$ cat config.mk
export PLATFORM = sky130hd
export DESIGN_NAME = key_debounce_event_fifo_core_flat
export DESIGN_NICKNAME = d
export VERILOG_FILES = /design/src/hdl/kdef_pkg.sv /design/src/hdl/kdef_ifs.sv /design/src/hdl/key_debounce_event_fifo_core.sv /design/src/hdl/kdef_debounce.sv /design/src/hdl/kdef_ring.sv /design/src/flat_wrapper.sv
export SDC_FILE = /design/constraint.sdc
export NUM_CORES = 1
export LEC_CHECK = 0
export BUFFER_PORTS_ARGS = -buffer_cell sky130_fd_sc_hd__buf_4
export CORE_MARGIN = 1.5
export CORE_UTILIZATION = 55
export DETAILED_ROUTE_END_ITERATION = 6
export GPL_TIMING_DRIVEN = 0
export PLACE_DENSITY = 0.72
export SLEW_MARGIN = 20
export SYNTH_ARGS = -nofsm -noshare
export SYNTH_HDL_FRONTEND = slang
export SYNTH_SLANG_ARGS = --single-unit
$ cat constraint.sdc
create_clock -name clk -period 11.1 [get_ports clk]
set_input_delay 0.555 -clock clk [delete_from_list [all_inputs] [get_ports clk]]
set_output_delay 0.555 -clock clk [all_outputs]
set_load 0.02 [all_outputs]
$ cat src/hdl/kdef_pkg.sv
// ----------------------------------------------------------------------------
// Key debounce event queue package
// Shared sizes, codes, types and helpers for the key debounce event queue.
// ----------------------------------------------------------------------------
`default_nettype none

package kdef_pkg;

  // Block sizing.
  localparam int unsigned NUM_KEYS   = 5;
  localparam int unsigned RING_SLOTS = 4;

  // Derived widths.
  localparam int unsigned CNT_W  = 8;
  localparam int unsigned CODE_W = $clog2(NUM_KEYS + 1);
  localparam int unsigned PTR_W  = $clog2(RING_SLOTS);

  // Counter saturation value and threshold reset value.
  localparam logic [CNT_W-1:0] CNT_MAX   = 8'd255;
  localparam logic [CNT_W-1:0] THR_RESET = 8'd3;

  // Input word commands.
  typedef enum logic {
    CMD_TICK = 1'b0,
    CMD_GET  = 1'b1
  } cmd_t;

  typedef logic [CNT_W-1:0]    cnt_t;
  typedef logic [CODE_W-1:0]   code_t;
  typedef logic [PTR_W-1:0]    ptr_t;
  typedef logic [NUM_KEYS-1:0] key_vec_t;

  // Operation strobes from the input stage to the datapath.
  typedef struct packed {
    logic tick;
    logic get;
  } op_ctl_t;

  // Ring pointer increment with wrap at the last slot.
  function automatic ptr_t ptr_wrap_inc(input ptr_t p);
    ptr_t res;
    if (p == PTR_W'(RING_SLOTS - 1)) begin
      res = '0;
    end else begin
      res = p + PTR_W'(1);
    end
    return res;
  endfunction

endpackage

`default_nettype wire

$ cat src/hdl/kdef_ifs.sv
// ----------------------------------------------------------------------------
// Key debounce event queue channel interfaces
// Valid/ready channels for input words, result words and threshold writes.
// ----------------------------------------------------------------------------
`default_nettype none

// Input channel: a sample tick with pin levels, or a request for an event.
interface kdef_in_if;
  import kdef_pkg::*;
  logic     valid;
  logic     ready;
  logic     cmd;
  key_vec_t pin_levels;
  modport source (output valid, output cmd, output pin_levels, input ready);
  modport sink   (input valid, input cmd, input pin_levels, output ready);
endinterface

// Result channel: one event code per request.
interface kdef_out_if;
  import kdef_pkg::*;
  logic  valid;
  logic  ready;
  code_t event_code;
  modport source (output valid, output event_code, input ready);
  modport sink   (input valid, input event_code, output ready);
endinterface

// Configuration channel: debounce threshold writes.
interface kdef_cfg_if;
  import kdef_pkg::*;
  logic valid;
  logic ready;
  cnt_t debounce_threshold;
  modport source (output valid, output debounce_threshold, input ready);
  modport sink   (input valid, input debounce_threshold, output ready);
endinterface

`default_nettype wire

$ cat src/hdl/key_debounce_event_fifo_core.sv
// ----------------------------------------------------------------------------
// Key debounce event queue, top level
// Debounces active-low keys and queues one event per debounced press.
// ----------------------------------------------------------------------------
// Usage:
// Words on in_bus are either a sample tick (cmd 0) carrying the raw pin levels,
// or a request (cmd 1) for the oldest queued event. A tick gives no word on
// out_bus; every request gives exactly one word, code 0 when the queue is
// empty and k+1 when key k was pressed. cfg_bus writes the debounce threshold
// and is always ready; write it only while the block is idle.
// Each input word goes into an input register. A tick is processed from there
// without waiting; a request is processed once the result register is free,
// and its result is loaded into the result register and shown on out_bus.
// One word is taken per cycle while no request waits in the input register;
// the key counters and ring pointers are updated as each word is processed.
// When out_bus stalls, the result register holds its word; ticks keep
// flowing, and a request waits in the input register until the result
// register frees up, which then also stalls in_bus.
// Reset clears the counters, fired flags, ring pointers and valid flags and
// sets the threshold to 3.
// ----------------------------------------------------------------------------
`default_nettype none

module key_debounce_event_fifo_core (
  input  logic             clk,
  input  logic             rst_n,
  kdef_in_if.sink          in_bus,
  kdef_out_if.source       out_bus,
  kdef_cfg_if.sink         cfg_bus
);
  import kdef_pkg::*;

  cnt_t     thr_r;
  cnt_t     thr_nxt;
  logic     s1_valid_r;
  logic     s1_valid_nxt;
  cmd_t     s1_cmd_r;
  key_vec_t s1_pins_r;
  logic     s1_adv;
  logic     out_valid_r;
  logic     out_valid_nxt;
  code_t    out_code_r;
  code_t    out_code_nxt;
  op_ctl_t  op;
  key_vec_t fire;
  code_t    pop_code;

  // Threshold register.
  assign cfg_bus.ready = 1'b1;
  assign thr_nxt       = cfg_bus.valid ? cfg_bus.debounce_threshold : thr_r;

  always_ff @(posedge clk) begin
    if (!rst_n) begin
      thr_r <= THR_RESET;
    end else begin
      thr_r <= thr_nxt;
    end
  end

  // Input stage: ticks always advance, requests wait for a free result slot.
  assign s1_adv = s1_valid_r &&
                  ((s1_cmd_r == CMD_TICK) || !out_valid_r || out_bus.ready);
  assign in_bus.ready = !s1_valid_r || s1_adv;
  assign s1_valid_nxt = in_bus.ready ? in_bus.valid : s1_valid_r;

  assign op.tick = s1_adv && (s1_cmd_r == CMD_TICK);
  assign op.get  = s1_adv && (s1_cmd_r == CMD_GET);

  always_ff @(posedge clk) begin
    if (!rst_n) begin
      s1_valid_r <= 1'b0;
    end else begin
      s1_valid_r <= s1_valid_nxt;
    end
  end

  always_ff @(posedge clk) begin
    if (in_bus.valid && in_bus.ready) begin
      s1_cmd_r  <= cmd_t'(in_bus.cmd);
      s1_pins_r <= in_bus.pin_levels;
    end
  end

  // Per-key debounce.
  kdef_debounce u_debounce (
    .clk        (clk),
    .rst_n      (rst_n),
    .op         (op),
    .pin_levels (s1_pins_r),
    .threshold  (thr_r),
    .fire       (fire)
  );

  // Event queue.
  kdef_ring u_ring (
    .clk      (clk),
    .rst_n    (rst_n),
    .op       (op),
    .fire     (fire),
    .pop_code (pop_code)
  );

  // Result register.
  always_comb begin
    out_valid_nxt = out_valid_r;
    out_code_nxt  = out_code_r;
    if (op.get) begin
      out_valid_nxt = 1'b1;
      out_code_nxt  = pop_code;
    end else if (out_bus.ready) begin
      out_valid_nxt = 1'b0;
    end
  end

  always_ff @(posedge clk) begin
    if (!rst_n) begin
      out_valid_r <= 1'b0;
    end else begin
      out_valid_r <= out_valid_nxt;
    end
  end

  always_ff @(posedge clk) begin
    out_code_r <= out_code_nxt;
  end

  assign out_bus.valid      = out_valid_r;
  assign out_bus.event_code = out_code_r;

endmodule

`default_nettype wire

$ cat src/hdl/kdef_debounce.sv
// ----------------------------------------------------------------------------
// Key debounce counters
// Per-key saturating press counters and fired flags; flags new presses.
// ----------------------------------------------------------------------------
`default_nettype none

module kdef_debounce (
  input  logic              clk,
  input  logic              rst_n,
  input  kdef_pkg::op_ctl_t op,
  input  kdef_pkg::key_vec_t pin_levels,
  input  kdef_pkg::cnt_t    threshold,
  output kdef_pkg::key_vec_t fire
);
  import kdef_pkg::*;

  cnt_t     cnt_r   [NUM_KEYS];
  cnt_t     cnt_nxt [NUM_KEYS];
  cnt_t     cnt_inc [NUM_KEYS];
  key_vec_t fired_r;
  key_vec_t fired_nxt;

  // Each key is handled on its own; a fire sets the flag even if the push drops.
  always_comb begin
    fired_nxt = fired_r;
    fire      = '0;
    for (int k = 0; k < NUM_KEYS; k++) begin
      cnt_inc[k] = (cnt_r[k] == CNT_MAX) ? cnt_r[k] : cnt_r[k] + CNT_W'(1);
      cnt_nxt[k] = cnt_r[k];
      if (op.tick) begin
        if (!pin_levels[k]) begin
          fire[k]      = (cnt_inc[k] >= threshold) && !fired_r[k];
          cnt_nxt[k]   = cnt_inc[k];
          fired_nxt[k] = fired_r[k] | fire[k];
        end else begin
          cnt_nxt[k]   = '0;
          fired_nxt[k] = 1'b0;
        end
      end
    end
  end

  // Counter and flag registers.
  always_ff @(posedge clk) begin
    if (!rst_n) begin
      fired_r <= '0;
      for (int k = 0; k < NUM_KEYS; k++) begin
        cnt_r[k] <= '0;
      end
    end else begin
      fired_r <= fired_nxt;
      for (int k = 0; k < NUM_KEYS; k++) begin
        cnt_r[k] <= cnt_nxt[k];
      end
    end
  end

endmodule

`default_nettype wire

$ cat src/hdl/kdef_ring.sv
// ----------------------------------------------------------------------------
// Key event ring queue
// Ring of event codes with one slot kept empty; pushes fired keys in order.
// ----------------------------------------------------------------------------
`default_nettype none

module kdef_ring (
  input  logic               clk,
  input  logic               rst_n,
  input  kdef_pkg::op_ctl_t  op,
  input  kdef_pkg::key_vec_t fire,
  output kdef_pkg::code_t    pop_code
);
  import kdef_pkg::*;

  code_t ring_r   [RING_SLOTS];
  code_t ring_nxt [RING_SLOTS];
  ptr_t  head_r;
  ptr_t  head_nxt;
  ptr_t  tail_r;
  ptr_t  tail_nxt;

  // Pushes walk the keys in index order; a push that would fill the ring drops.
  always_comb begin
    ring_nxt = ring_r;
    tail_nxt = tail_r;
    head_nxt = head_r;
    pop_code = '0;
    if (op.tick) begin
      for (int k = 0; k < NUM_KEYS; k++) begin
        if (fire[k] && (ptr_wrap_inc(tail_nxt) != head_r)) begin
          ring_nxt[tail_nxt] = CODE_W'(k + 1);
          tail_nxt           = ptr_wrap_inc(tail_nxt);
        end
      end
    end
    if (op.get && (head_r != tail_r)) begin
      pop_code = ring_r[head_r];
      head_nxt = ptr_wrap_inc(head_r);
    end
  end

  // Ring storage holds payload only.
  always_ff @(posedge clk) begin
    ring_r <= ring_nxt;
  end

  // Pointers.
  always_ff @(posedge clk) begin
    if (!rst_n) begin
      head_r <= '0;
      tail_r <= '0;
    end else begin
      head_r <= head_nxt;
      tail_r <= tail_nxt;
    end
  end

endmodule

`default_nettype wire

$ cat src/flat_wrapper.sv
// flat-port wrapper written by rule: the top's interface ports become plain ports
module key_debounce_event_fifo_core_flat import kdef_pkg::*;
  (clk, rst_n, in_bus_valid, in_bus_cmd, in_bus_pin_levels, in_bus_ready, out_bus_valid, out_bus_event_code, out_bus_ready, cfg_bus_valid, cfg_bus_debounce_threshold, cfg_bus_ready);
  kdef_in_if in_bus_i ();
  kdef_out_if out_bus_i ();
  kdef_cfg_if cfg_bus_i ();
  input  logic clk;
  input  logic rst_n;
  input wire logic [$bits(in_bus_i.valid)-1:0] in_bus_valid;
  input wire logic [$bits(in_bus_i.cmd)-1:0] in_bus_cmd;
  input wire logic [$bits(in_bus_i.pin_levels)-1:0] in_bus_pin_levels;
  output wire logic [$bits(in_bus_i.ready)-1:0] in_bus_ready;
  output wire logic [$bits(out_bus_i.valid)-1:0] out_bus_valid;
  output wire logic [$bits(out_bus_i.event_code)-1:0] out_bus_event_code;
  input wire logic [$bits(out_bus_i.ready)-1:0] out_bus_ready;
  input wire logic [$bits(cfg_bus_i.valid)-1:0] cfg_bus_valid;
  input wire logic [$bits(cfg_bus_i.debounce_threshold)-1:0] cfg_bus_debounce_threshold;
  output wire logic [$bits(cfg_bus_i.ready)-1:0] cfg_bus_ready;
  assign in_bus_i.valid = in_bus_valid;
  assign in_bus_i.cmd = in_bus_cmd;
  assign in_bus_i.pin_levels = in_bus_pin_levels;
  assign in_bus_ready = in_bus_i.ready;
  assign out_bus_valid = out_bus_i.valid;
  assign out_bus_event_code = out_bus_i.event_code;
  assign out_bus_i.ready = out_bus_ready;
  assign cfg_bus_i.valid = cfg_bus_valid;
  assign cfg_bus_i.debounce_threshold = cfg_bus_debounce_threshold;
  assign cfg_bus_ready = cfg_bus_i.ready;
  key_debounce_event_fifo_core u_core (.clk(clk), .rst_n(rst_n), .in_bus(in_bus_i), .out_bus(out_bus_i), .cfg_bus(cfg_bus_i));
endmodule
## Yosys cells after proc, flatten, opt, wreduce, memory -nomap -nowiden

Memories as Yosys holds them, arrays and structs flattened.
Index checks and enable logic that the tools add are counted.

- Mux-type cells: 81
- Bitwise logic cells: 32
- Reduce and logical (&&, ||, !) cells: 31
- Magnitude comparators: 16
- Equal/unequal tests: 17
- Add/sub/neg operators: 11

Operators with widths:

| cell | number |
|---|---|
| 2-to-1 mux 8 bit | 20 |
| 2-to-1 mux 12 bit | 9 |
| adder 8 x 1 -> 8 bit, second input constant | 5 |
| equality test 8 bit, second input constant | 5 |
| >= comparator 8 bit | 5 |
| 2-to-1 mux 2 bit | 20 |
| demux 3 bit (select 2 bit) | 5 |
| bitwise AND 8 bit | 3 |
| inverter 8 bit | 3 |
| 2-to-1 mux 3 bit | 7 |
| logical AND 1 bit | 20 |
| 2-to-1 mux 1 bit | 19 |
| >= comparator 3 bit, second input constant | 6 |
| inverter 2 -> 3 bit | 6 |
| bitwise OR 8 bit | 2 |
| < comparator 3 x 1 -> 1 bit, second input constant | 5 |
| adder 2 x 1 -> 2 bit, second input constant | 6 |
| equality test 2 bit, second input constant | 6 |
| inequality test 2 bit | 6 |
| bitwise OR 4 bit | 3 |
| bitwise OR 1 bit | 10 |
| bitwise AND 4 bit | 2 |
| inverter 4 bit | 2 |
| zero test 1 bit | 7 |
| 4 further kinds | 6 |

- Word-level logic and storage cells: 202
- Memories: 1
- RAM bits: 40
- Bits in registers: 40
- Output and inout port bits: 6
- Bits of input ports: 19

Memories:

| name | depth | width | read ports | clocked after Yosys merged registers in | wr ports | RTL line | RTL |
|---|---|---|---|---|---|---|---|
| u_core.u_debounce.cnt_r | 5 | 8 | 5 | 0 | 5 | kdef_debounce.sv:17 | `cnt_t cnt_r [NUM_KEYS];` |

## Depth between registers and ports, before layout

Gate-level depths: netlist of the first run.

- Word-level depth: 39
- Gate-level depth with buffers: 34
- Depth with buffers taken out: 33

## By module

A second synthesis of the first run with hierarchy kept.

- Cell total of the unflattened synthesis: 756
- Area total of the unflattened synthesis: 6500.0 µm²

By module, submodules not included:

| module | area an instance (µm²) | cells an instance | instances |
|---|---|---|---|
| kdef_debounce | 3903.7 | 498 | 1 |
| kdef_ring | 1921.8 | 211 | 1 |
| key_debounce_event_fifo_core | 674.4 | 47 | 1 |

## Worst setup path before layout of the first run

Ideal clock, no wire load.

- Path kind: register to register
- Start point: memory u_core.u_debounce.cnt_r[0][0] in the netlist's numbering
- End point: register u_core.u_ring.ring_r[10] in the netlist's numbering (data pin)
- Clock period less this slack: 8.095 ns
- Slack: 3.005 ns
- Data arrival time: 7.840 ns
- Setup time: 0.255 ns
- Data required time: 10.845 ns
- Stages on the path, launching flop included: 34
- Cells stage by stage: dfxtp_1 -> ha_1 -> and3_1 -> nand3_1 -> mux2_2 -> ha_1 -> or4_1 -> a21oi_1 -> o31a_1 -> nor2_1 -> clkbuf_1 -> o21ai_0 -> ha_1 -> nor2b_1 -> or2_2 -> buf_1 -> nor2_1 -> o211ai_1 -> and2_1 -> ha_1 -> xnor2_1 -> a21oi_1 -> mux2_4 -> nand4b_1 -> and2_1 -> ha_1 -> xor2_1 -> mux2_2 -> a21oi_4 -> ha_1 -> xor2_1 -> o31a_1 -> nand2_1 -> and3_1

RTL lines:

| what | RTL line | RTL |
|---|---|---|
| from (decl) | kdef_debounce.sv:17 |  |
| to (signal assigned) | kdef_ring.sv:45 | `ring_r <= ring_nxt;` |
| to (decl) | kdef_ring.sv:16 | `code_t ring_r [RING_SLOTS];` |

==> out/qor.json, run 1 <==
{
  "status": {"value": "completed"},
  "wl": {"value": 14.07, "unit": "mm"},
  "gate_count_after_technology_mapping": {"value": 658},
  "timing.final.hold_violations": {"value": 0},
  "insertedDiodeCount": {"value": 0},
  "first_global_vias": {"value": 4866},
  "synth.distinct_cells": {"value": 61},
  "worst_setup_path_end_kind": {"value": "flip-flop"},
  "timing.fmax": {"value": 0.1078, "unit": "GHz"},
  "critPathLaunch": {"value": "u_core.u_debounce.cnt_r[0][0]"},
  "critical_path_start_type": {"value": "flip-flop"},
  "num_vias": {"value": 5021},
  "clk_latency": {"value": 0.38, "unit": "ns"},
  "die_height": {"value": 105.8, "unit": "microns"},
  "grt_start_max_net_pins": {"value": 22},
  "grt_usage": {"value": 0.2649},
  "critical-path-top-cell-by-count": {"value": "sky130_fd_sc_hd__ha_1"},
  "cts.sink_count": {"value": 80},
  "max_cap_viol_count": {"value": 0},
  "leakage": {"value": 2.517, "unit": "nW"},
  "final-max-slew-violation-count": {"value": 0},
  "routed_via_density": {"value": 6.042},
  "htree_num_levels": {"value": 3},
  "crit_path_top_delay_cell": {"value": "sky130_fd_sc_hd__or4_1"},
  "drc": {"value": 0},
  "synth_simple_gate_area_share": {"value": 0.2283},
  "yosys_most_used_dff": {"value": "sky130_fd_sc_hd__dfxtp_1"},
  "fillCellCount": {"value": 917},
  "clock-skew-final": {"value": 0.007247, "unit": "ns"},
  "synth_top_cell_by_area": {"value": "sky130_fd_sc_hd__dfxtp_1"},
  "placement_rows": {"value": 37},
  "post_cts_buffers": {"value": 0},
  "worst_r2r_startpoint": {"value": "u_core.u_debounce.cnt_r[0][0]"},
  "ctsRootBufferMaster": {"value": "sky130_fd_sc_hd__clkbuf_8"},
  "synthToLayoutAreaGrowth": {"value": 8.874, "unit": "%"},
  "dieArea": {"value": 11190, "unit": "sq um"},
  "synth-xor-area-share": {"value": 0.04071},
  "min-delay-path-class": {"value": "input pin to flip-flop"},
  "critical_path_rt": {"value": 11.22, "unit": "ns"},
  "final_common_cell": {"value": "sky130_fd_sc_hd__ha_1"},
  "place.gp.congestion": {"value": 0.8604},
  "place_worst_setup_slack": {"value": 1.965, "unit": "ns"},
  "postRouteAntennaNets": {"value": 0},
  "setup_viol": {"value": 0},
  "grt_setup_unrepaired": {"value": "no"},
  "cp_data_arrival_time": {"value": 9.39, "unit": "ns"},
  "synth.yosys.seq_area_share": {"value": 0.3119},
  "global_route_overflow": {"value": 0},
  "synth_mux_area_frac": {"value": 0.05384},
  "timing.final.crit_share": {"value": 0.8354},
  "powerDensity": {"value": 93.25, "unit": "nW/um^2"},
  "design.core.area": {"value": 10280, "unit": "sq um"},
  "final_net_count": {"value": 775},
  "mean_instance_size_in_the_synthesized_netlist": {"value": 8.829, "unit": "sq um"},
  "holdBufCountCts": {"value": 0},
  "criticalPathCategory": {"value": "flip-flop to flip-flop"},
  "post_drt_wl_per_cell": {"value": 16.93, "unit": "microns"},
  "ctsLongestPathBuffers": {"value": 2},
  "asyncSetResetFlopFracSynth": {"value": 0},
  "ffs_latches_synth": {"value": 80},
  "firstDrtPassIters": {"value": 7},
  "synth-compound-area-share": {"value": 0.1869},
  "buffer_ports.inserted": {"value": 21},
  "worst-slew-pin-transition": {"value": 0.9175, "unit": "ns"},
  "initialDrtViolationCount": {"value": 299},
  "cts_tree": {"value": "done"},
  "final.setup.worst_slack": {"value": 1.827, "unit": "ns"},
  "synth_area": {"value": 5809, "unit": "sq um"},
  "total_power": {"value": 0.0005898, "unit": "W"},
  "min_from": {"value": "in_bus_cmd"},
  "ir_worst_vdd": {"value": 0.00008683, "unit": "V"},
  "inserted_clock_buffers": {"value": 9},
  "post_synthesis_net_count": {"value": 743},
  "final.setup.tns": {"value": 0, "unit": "ns"},
  "synth_top_family_by_area": {"value": "simple AND/OR/NAND/NOR gates"},
  "grt_first_pass_wirelength": {"value": 23.19, "unit": "mm"},
  "crit_path_max_incr_delay": {"value": 0.50, "unit": "ns"},
  "worst_slew_margin_rel": {"value": 0.3855},
  "path_max_fanout": {"value": 10},
  "synth-edff-count": {"value": 21},
  "layout-drive-gt1-share": {"value": 0.09065},
  "antenna_violations_before_repair": {"value": 0},
  "num_io_pins": {"value": 25},
  "die_width": {"value": 105.8, "unit": "microns"},
  "post_cts_resize_count": {"value": 0},
  "post-route-min-period": {"value": 9.273, "unit": "ns"},
  "ys_top_cells_by_area": {"value": "sky130_fd_sc_hd__dfxtp_1 20%, sky130_fd_sc_hd__ha_1 14%, sky130_fd_sc_hd__edfxtp_1 11%, sky130_fd_sc_hd__nor2b_1 6.0%, sky130_fd_sc_hd__a22oi_1 4.8%"},
  "post-dp-hpwl": {"value": 10.63, "unit": "mm"},
  "initial_core_util": {"value": 0.5653},
  "worst_setup_hold_path_clk_slew": {"value": 0.08, "unit": "ns"},
  "ys.warnings.count": {"value": 0},
  "commonest_cells_after_routing_fill_and_taps_aside": {"value": "66 x sky130_fd_sc_hd__ha_1, 59 x sky130_fd_sc_hd__dfxtp_1, 56 x sky130_fd_sc_hd__nor2b_1, 56 x sky130_fd_sc_hd__nand2_1, 37 x sky130_fd_sc_hd__a22oi_1"},
  "yosys.area.top_type_share": {"value": 0.2033},
  "finalCoreUtilization": {"value": 0.6154},
  "post_synthesis_share_of_cell_area_spent_on_full_adders_half_adders_and_majority_gates": {"value": 0.1421}
}
## final timing paths
kind / to / cells past startpoint / slack (ns)
setup reg to reg: u_core.u_ring.ring_r[2] / 33 / 1.83
hold reg to reg: u_core.u_debounce.fired_r[2] / 2 / 0.49
setup / recovery: u_core.u_ring.ring_r[2] / 33 / 1.83
hold / removal: u_core.s1_cmd_r / 1 / 0.35
## layer usage
layer | part of all wire | track usage | routed length (microns)
met2 | 0.49 | 0.4620 | 6894
met1 | 0.45 | 0.3276 | 6267
met3 | 0.053 | 0.06617 | 748
met4 | 0.011 | 0.06274 | 161
met5 | 0 | 0 | 0
## final cells by class
cell class | count | area (sq um) | share of cell area
multi-input cells | 524 | 3792 | 0.5996
flip-flops and latches | 80 | 1812 | 0.2864
clock buffers | 13 | 170.2 | 0.02690
well taps | 136 | 170.2 | 0.02690
repair buffers | 21 | 157.7 | 0.02493
inverters | 33 | 123.9 | 0.01958
plain buffers | 21 | 83.83 | 0.01325
clock inverters | 3 | 15.01 | 0.002374
## cells by family (layout without fill, tap and decap cells)
| family | after synthesis | in the layout |
|---|---|---|
| compound gates | 158 | 158 |
| xor+xnor | 27 | 27 |
| fa+ha+maj | 66 | 66 |
| buf+inv | 54 | 91 |
| flops | 80 | 80 |
| mux | 25 | 25 |
| other cells | 1 | 1 |
| simple gates | 247 | 247 |
## metrics by stage
| step | hold WS [ns] | cells | instance area [sq um] |
|---|---|---|---|
| after floorplan | 0.4278 | 658 | 5809 |
| after global placement | 0.4413 | 815 | 6137 |
| after detailed placement | 0.4562 | 815 | 6137 |
| after CTS | 0.3358 | 831 | 6322 |
| after global routing | 0.3310 | 831 | 6325 |
| final | 0.3512 | 831 | 6325 |
## critical path, delay by kind of cell, from the launching register on
kind,cells,cell delay (ns)
xor+xnor,3,0.91
flops,1,0.41
simple gates,12,2.63
fa+ha+maj,6,1.70
buf+inv,2,0.40
mux,3,1.14
compound gates,7,1.81
## where the power goes
part / total (W) / leakage [nW] / internal [W] / switching [W]
clock: 0.000210 / 0.0983 / 0.000100 / 0.000109
combinational: 0.0000703 / 1.74 / 0.0000294 / 0.0000408
sequential: 0.000310 / 0.676 / 0.000305 / 0.00000531
## Yosys cell counts, types with 2 or more instances
library cell                count
sky130_fd_sc_hd__clkbuf_1      16
sky130_fd_sc_hd__nor2_1        33
sky130_fd_sc_hd__buf_1          4
sky130_fd_sc_hd__or3_1          3
sky130_fd_sc_hd__a21oi_1       34
sky130_fd_sc_hd__a2111oi_0      2
sky130_fd_sc_hd__o31a_1         2
sky130_fd_sc_hd__a31oi_1        7
sky130_fd_sc_hd__xor2_1         5
sky130_fd_sc_hd__edfxtp_1      21
sky130_fd_sc_hd__nand2b_1       9
sky130_fd_sc_hd__mux2_4         3
sky130_fd_sc_hd__a21o_1         7
sky130_fd_sc_hd__nor2b_1       56
sky130_fd_sc_hd__a41oi_1        2
sky130_fd_sc_hd__o2111ai_1      2
sky130_fd_sc_hd__o211ai_1      14
sky130_fd_sc_hd__xnor2_1       22
sky130_fd_sc_hd__dfxtp_1       59
sky130_fd_sc_hd__or2b_1         2
sky130_fd_sc_hd__or2_2          2
sky130_fd_sc_hd__mux2i_1       11
sky130_fd_sc_hd__a21boi_0       3
sky130_fd_sc_hd__nand3_1       29
sky130_fd_sc_hd__and3_1        11
sky130_fd_sc_hd__mux4_2         3
sky130_fd_sc_hd__and2_0         2
sky130_fd_sc_hd__nor3_1         6
sky130_fd_sc_hd__a211oi_1       4
sky130_fd_sc_hd__o21ai_0       27
sky130_fd_sc_hd__a22oi_1       37
sky130_fd_sc_hd__ha_1          66
sky130_fd_sc_hd__or4_1          4
sky130_fd_sc_hd__o21a_1         4
sky130_fd_sc_hd__inv_1         33
sky130_fd_sc_hd__nand2_1       56
sky130_fd_sc_hd__a211o_1        2
sky130_fd_sc_hd__nand4_1       14
sky130_fd_sc_hd__nand4b_1       2
sky130_fd_sc_hd__and2_1        11
sky130_fd_sc_hd__mux2_2         8
## sequential cells by signal, indices dropped and copies added (netlist names)
| register | count |
|---|---|
| u_core.out_bus.event_code | 3 |
| u_core.out_bus.valid | 1 |
| u_core.s1_cmd_r | 1 |
| u_core.s1_pins_r | 5 |
| u_core.s1_valid_r | 1 |
| u_core.thr_r | 8 |
| u_core.u_debounce.cnt_r | 40 |
| u_core.u_debounce.fired_r | 5 |
| u_core.u_ring.head_r | 2 |
| u_core.u_ring.ring_r | 12 |
| u_core.u_ring.tail_r | 2 |
Note: power is estimated with default switching activity, not from simulation.
==> run 2, diff against run 1 <==
==> constraint.sdc (replaced) <==
create_clock -name clk -period 8.8 [get_ports clk]
set_input_delay 0.44 -clock clk [delete_from_list [all_inputs] [get_ports clk]]
set_output_delay 0.44 -clock clk [all_outputs]
set_load 0.02 [all_outputs]
==> out/qor.json, run 2 (same netlist as run 1, synthesis figures left out) <==
{
  "status": {"value": "complete, but fails checks"},
  "failed_checks": {"value": "design-rule violations"},
  "min-delay-path-class": {"value": "input pin to flip-flop"},
  "wl": {"value": 14.40, "unit": "mm", "change": "+2.3%"},
  "timing.final.hold_violations": {"value": 0, "change": "unchanged"},
  "comb_power_share": {"value": 0.127, "change": "+0.008"},
  "ir_worst_vdd": {"value": 0.0001092, "unit": "V", "change": "+26%"},
  "worst_setup_path_end_kind": {"value": "flip-flop"},
  "crit_path_top_delay_cell": {"value": "sky130_fd_sc_hd__or4_1"},
  "holdBufCountCts": {"value": 0, "change": "unchanged"},
  "die_width": {"value": 105.8, "unit": "microns", "change": "unchanged"},
  "drc": {"value": 1, "change": "+1"},
  "insertedDiodeCount": {"value": 0, "change": "unchanged"},
  "placement_rows": {"value": 37, "change": "unchanged"},
  "multi_input_area": {"value": 3905, "unit": "sq um", "change": "+3.0%"},
  "power_report.internal_total": {"value": 0.0005517, "unit": "W", "change": "+27%"},
  "cp_data_arrival_time": {"value": 8.57, "unit": "ns", "change": "-0.82 ns"},
  "antenna_violations_before_repair": {"value": 0, "change": "unchanged"},
  "routed_via_density": {"value": 6.081, "change": "+0.65%"},
  "max_cap_viol_count": {"value": 0, "change": "unchanged"},
  "timing.final.crit_share": {"value": 0.9608, "change": "+0.1254"},
  "initialDrtViolationCount": {"value": 351, "change": "+17%"},
  "largest_reg_flops": {"value": 40, "change": "unchanged"},
  "grt_first_pass_wirelength": {"value": 23.21, "unit": "mm", "change": "about the same"},
  "final-max-slew-violation-count": {"value": 0, "change": "unchanged"},
  "final_cells": {"value": 835, "change": "+0.48%"},
  "critical_path_rt": {"value": 8.91, "unit": "ns", "change": "-2.31 ns"},
  "postRouteAntennaNets": {"value": 0, "change": "unchanged"},
  "global_route_overflow": {"value": 0, "change": "unchanged"},
  "finish.instance_area": {"value": 6475, "unit": "sq um", "change": "+2.4%"},
  "final.setup.tns": {"value": 0, "unit": "ns", "change": "unchanged"},
  "grt_start_max_net_pins": {"value": 22, "change": "unchanged"},
  "ctsLongestPathBuffers": {"value": 2, "change": "unchanged"},
  "dieArea": {"value": 11190, "unit": "sq um", "change": "unchanged"},
  "post_drt_wl_per_cell": {"value": 17.24, "unit": "microns", "change": "+1.8%"},
  "htree_num_levels": {"value": 3, "change": "unchanged"},
  "initial_core_util": {"value": 0.5653, "change": "unchanged"},
  "seq_area": {"value": 1815, "unit": "sq um", "change": "+0.21%"},
  "place.gp.congestion": {"value": 0.8604, "change": "unchanged"},
  "largest_register": {"value": "u_core.u_debounce.cnt_r"},
  "leakage": {"value": 2.546, "unit": "nW", "change": "+1.2%"},
  "postPlaceCellArea": {"value": 6137, "unit": "sq um", "change": "unchanged"},
  "synthToLayoutAreaGrowth": {"value": 11.46, "unit": "%"},
  "layout_top_registers": {"value": "u_core.u_debounce.cnt_r x40, u_core.u_ring.ring_r x12, u_core.thr_r x8"},
  "die_height": {"value": 105.8, "unit": "microns", "change": "unchanged"},
  "commonest_cells_after_routing_fill_and_taps_aside": {"value": "64 x sky130_fd_sc_hd__ha_1, 56 x sky130_fd_sc_hd__nor2b_1, 56 x sky130_fd_sc_hd__dfxtp_1, 53 x sky130_fd_sc_hd__nand2_1, 37 x sky130_fd_sc_hd__a22oi_1"},
  "power.switching": {"value": 0.0001981, "unit": "W", "change": "+27%"},
  "criticalPathCategory": {"value": "flip-flop to flip-flop"},
  "worst_setup_hold_path_clk_slew": {"value": 0.08, "unit": "ns", "change": "about the same"},
  "fillCellCount": {"value": 902, "change": "-1.6%"},
  "total_power": {"value": 0.0007499, "unit": "W", "change": "+27%"},
  "clock-skew-final": {"value": 0.005947, "unit": "ns", "change": "-0.001301 ns"},
  "worst-slew-pin-transition": {"value": 0.9437, "unit": "ns", "change": "+0.02625 ns"},
  "finalCoreUtilization": {"value": 0.6300, "change": "+0.01461"},
  "final_common_cell": {"value": "sky130_fd_sc_hd__ha_1"},
  "num_io_pins": {"value": 25, "change": "unchanged"},
  "crit_path_max_incr_delay": {"value": 0.54, "unit": "ns", "change": "+0.04 ns"},
  "inserted_clock_buffers": {"value": 9, "change": "unchanged"},
  "powerDensity": {"value": 115.8, "unit": "nW/um^2", "change": "+24%"},
  "fraction_of_power_spent_switching_nets": {"value": 0.2642, "change": "+0.0004144"},
  "clock_power_share": {"value": 0.352, "change": "-0.003"},
  "path_max_fanout": {"value": 8, "change": "-2"},
  "critical-path-top-cell-by-count": {"value": "sky130_fd_sc_hd__ha_1"},
  "cts.sink_count": {"value": 80, "change": "unchanged"},
  "post-dp-hpwl": {"value": 10.63, "unit": "mm", "change": "unchanged"},
  "pwr-share-seq": {"value": 0.521, "change": "-0.005"},
  "grt_usage": {"value": 0.2653, "change": "+0.0004301"},
  "layout-drive-gt1-share": {"value": 0.1259, "change": "+0.03525"},
  "cts_tree": {"value": "done"},
  "timing.fmax": {"value": 0.1183, "unit": "GHz", "change": "+9.7%"},
  "ctsRootBufferMaster": {"value": "sky130_fd_sc_hd__clkbuf_8"},
  "buffer_ports.inserted": {"value": 21, "change": "unchanged"},
  "final_net_count": {"value": 779, "change": "+0.52%"},
  "num_vias": {"value": 5078, "change": "+1.1%"},
  "clk_latency": {"value": 0.37, "unit": "ns", "change": "about the same"},
  "setup_viol": {"value": 0, "change": "unchanged"},
  "first_global_vias": {"value": 4869, "change": "+0.062%"},
  "critical_path_start_type": {"value": "flip-flop"},
  "firstDrtPassIters": {"value": 7, "change": "unchanged"},
  "post-route-min-period": {"value": 8.455, "unit": "ns", "change": "-0.8181 ns"},
  "dp_cells": {"value": 815, "change": "unchanged"},
  "design.core.area": {"value": 10280, "unit": "sq um", "change": "unchanged"},
  "worst_slew_margin_rel": {"value": 0.3679, "change": "-0.01758"}
}
==> run 2: critical path: cells and delay by family (launching register included) <==
family	cells	cell delay, ns
simple gates	15	3.27
fa+ha+maj	5	1.55
compound gates	6	1.04
xor+xnor	4	0.74
mux	2	0.72
buf+inv	3	0.44
flops	1	0.40
==> run 2: area by class of cell <==
type	instances	share of cell area
clock inverters	3	0.002319
clock buffers	13	0.02628
inverters	33	0.01913
plain buffers	20	0.01237
well taps	136	0.02628
flip-flops and latches	80	0.2804
multi-input cells	524	0.6031
repair buffers	26	0.03014
==> run 2: routing by layer <==
layer,GRT usage,vias up,share of wire
met3,0.06617,12,0.056
met4,0.06371,0,0.011
met1,0.3281,2462,0.44
li1,-,2461,-
met5,0,-,0
met2,0.4624,143,0.50
==> run 2: metrics by stage <==
step,hold slack [ns],setup WS (ns)
2_1_floorplan,0.4278,0.7053
3_3_place_gp,0.4413,-0.08697
3_5_place_dp,0.4562,-0.3354
4_1_cts,0.2208,0.06324
5_1_grt,0.2160,-0.02316
6_report,0.2385,0.3448
==> run 2: final timing paths <==
path                                                    start                           end  slack [ns]  cells past startpoint
worst max-delay path            u_core.u_debounce.cnt_r[0][5]       u_core.u_ring.ring_r[8]        0.34                     35
worst min-delay path                               in_bus_cmd               u_core.s1_cmd_r        0.24                      1
worst max register to register  u_core.u_debounce.cnt_r[0][5]       u_core.u_ring.ring_r[8]        0.34                     35
worst min register to register   u_core.u_debounce.fired_r[2]  u_core.u_debounce.fired_r[2]        0.48                      2
==> run 2: what timing repair did <==
item	4_1_cts	5_1_grt
setup endpoints to repair	14	14
pin swaps	0	3
resized for setup	5	22
setup buffers	0	5
==> run 2: power groups by stage <==
stage	combinational, W	sequential, W	clock, W
6_report	0.0000951	0.000391	0.000264
5_1_grt	0.000105	0.000392	0.000284
4_1_cts	0.0000890	0.000391	0.000269
3_3_place_gp	0.0000848	0.000399	0
2_1_floorplan	0.0000618	0.000398	0
3_5_place_dp	0.0000881	0.000399	0
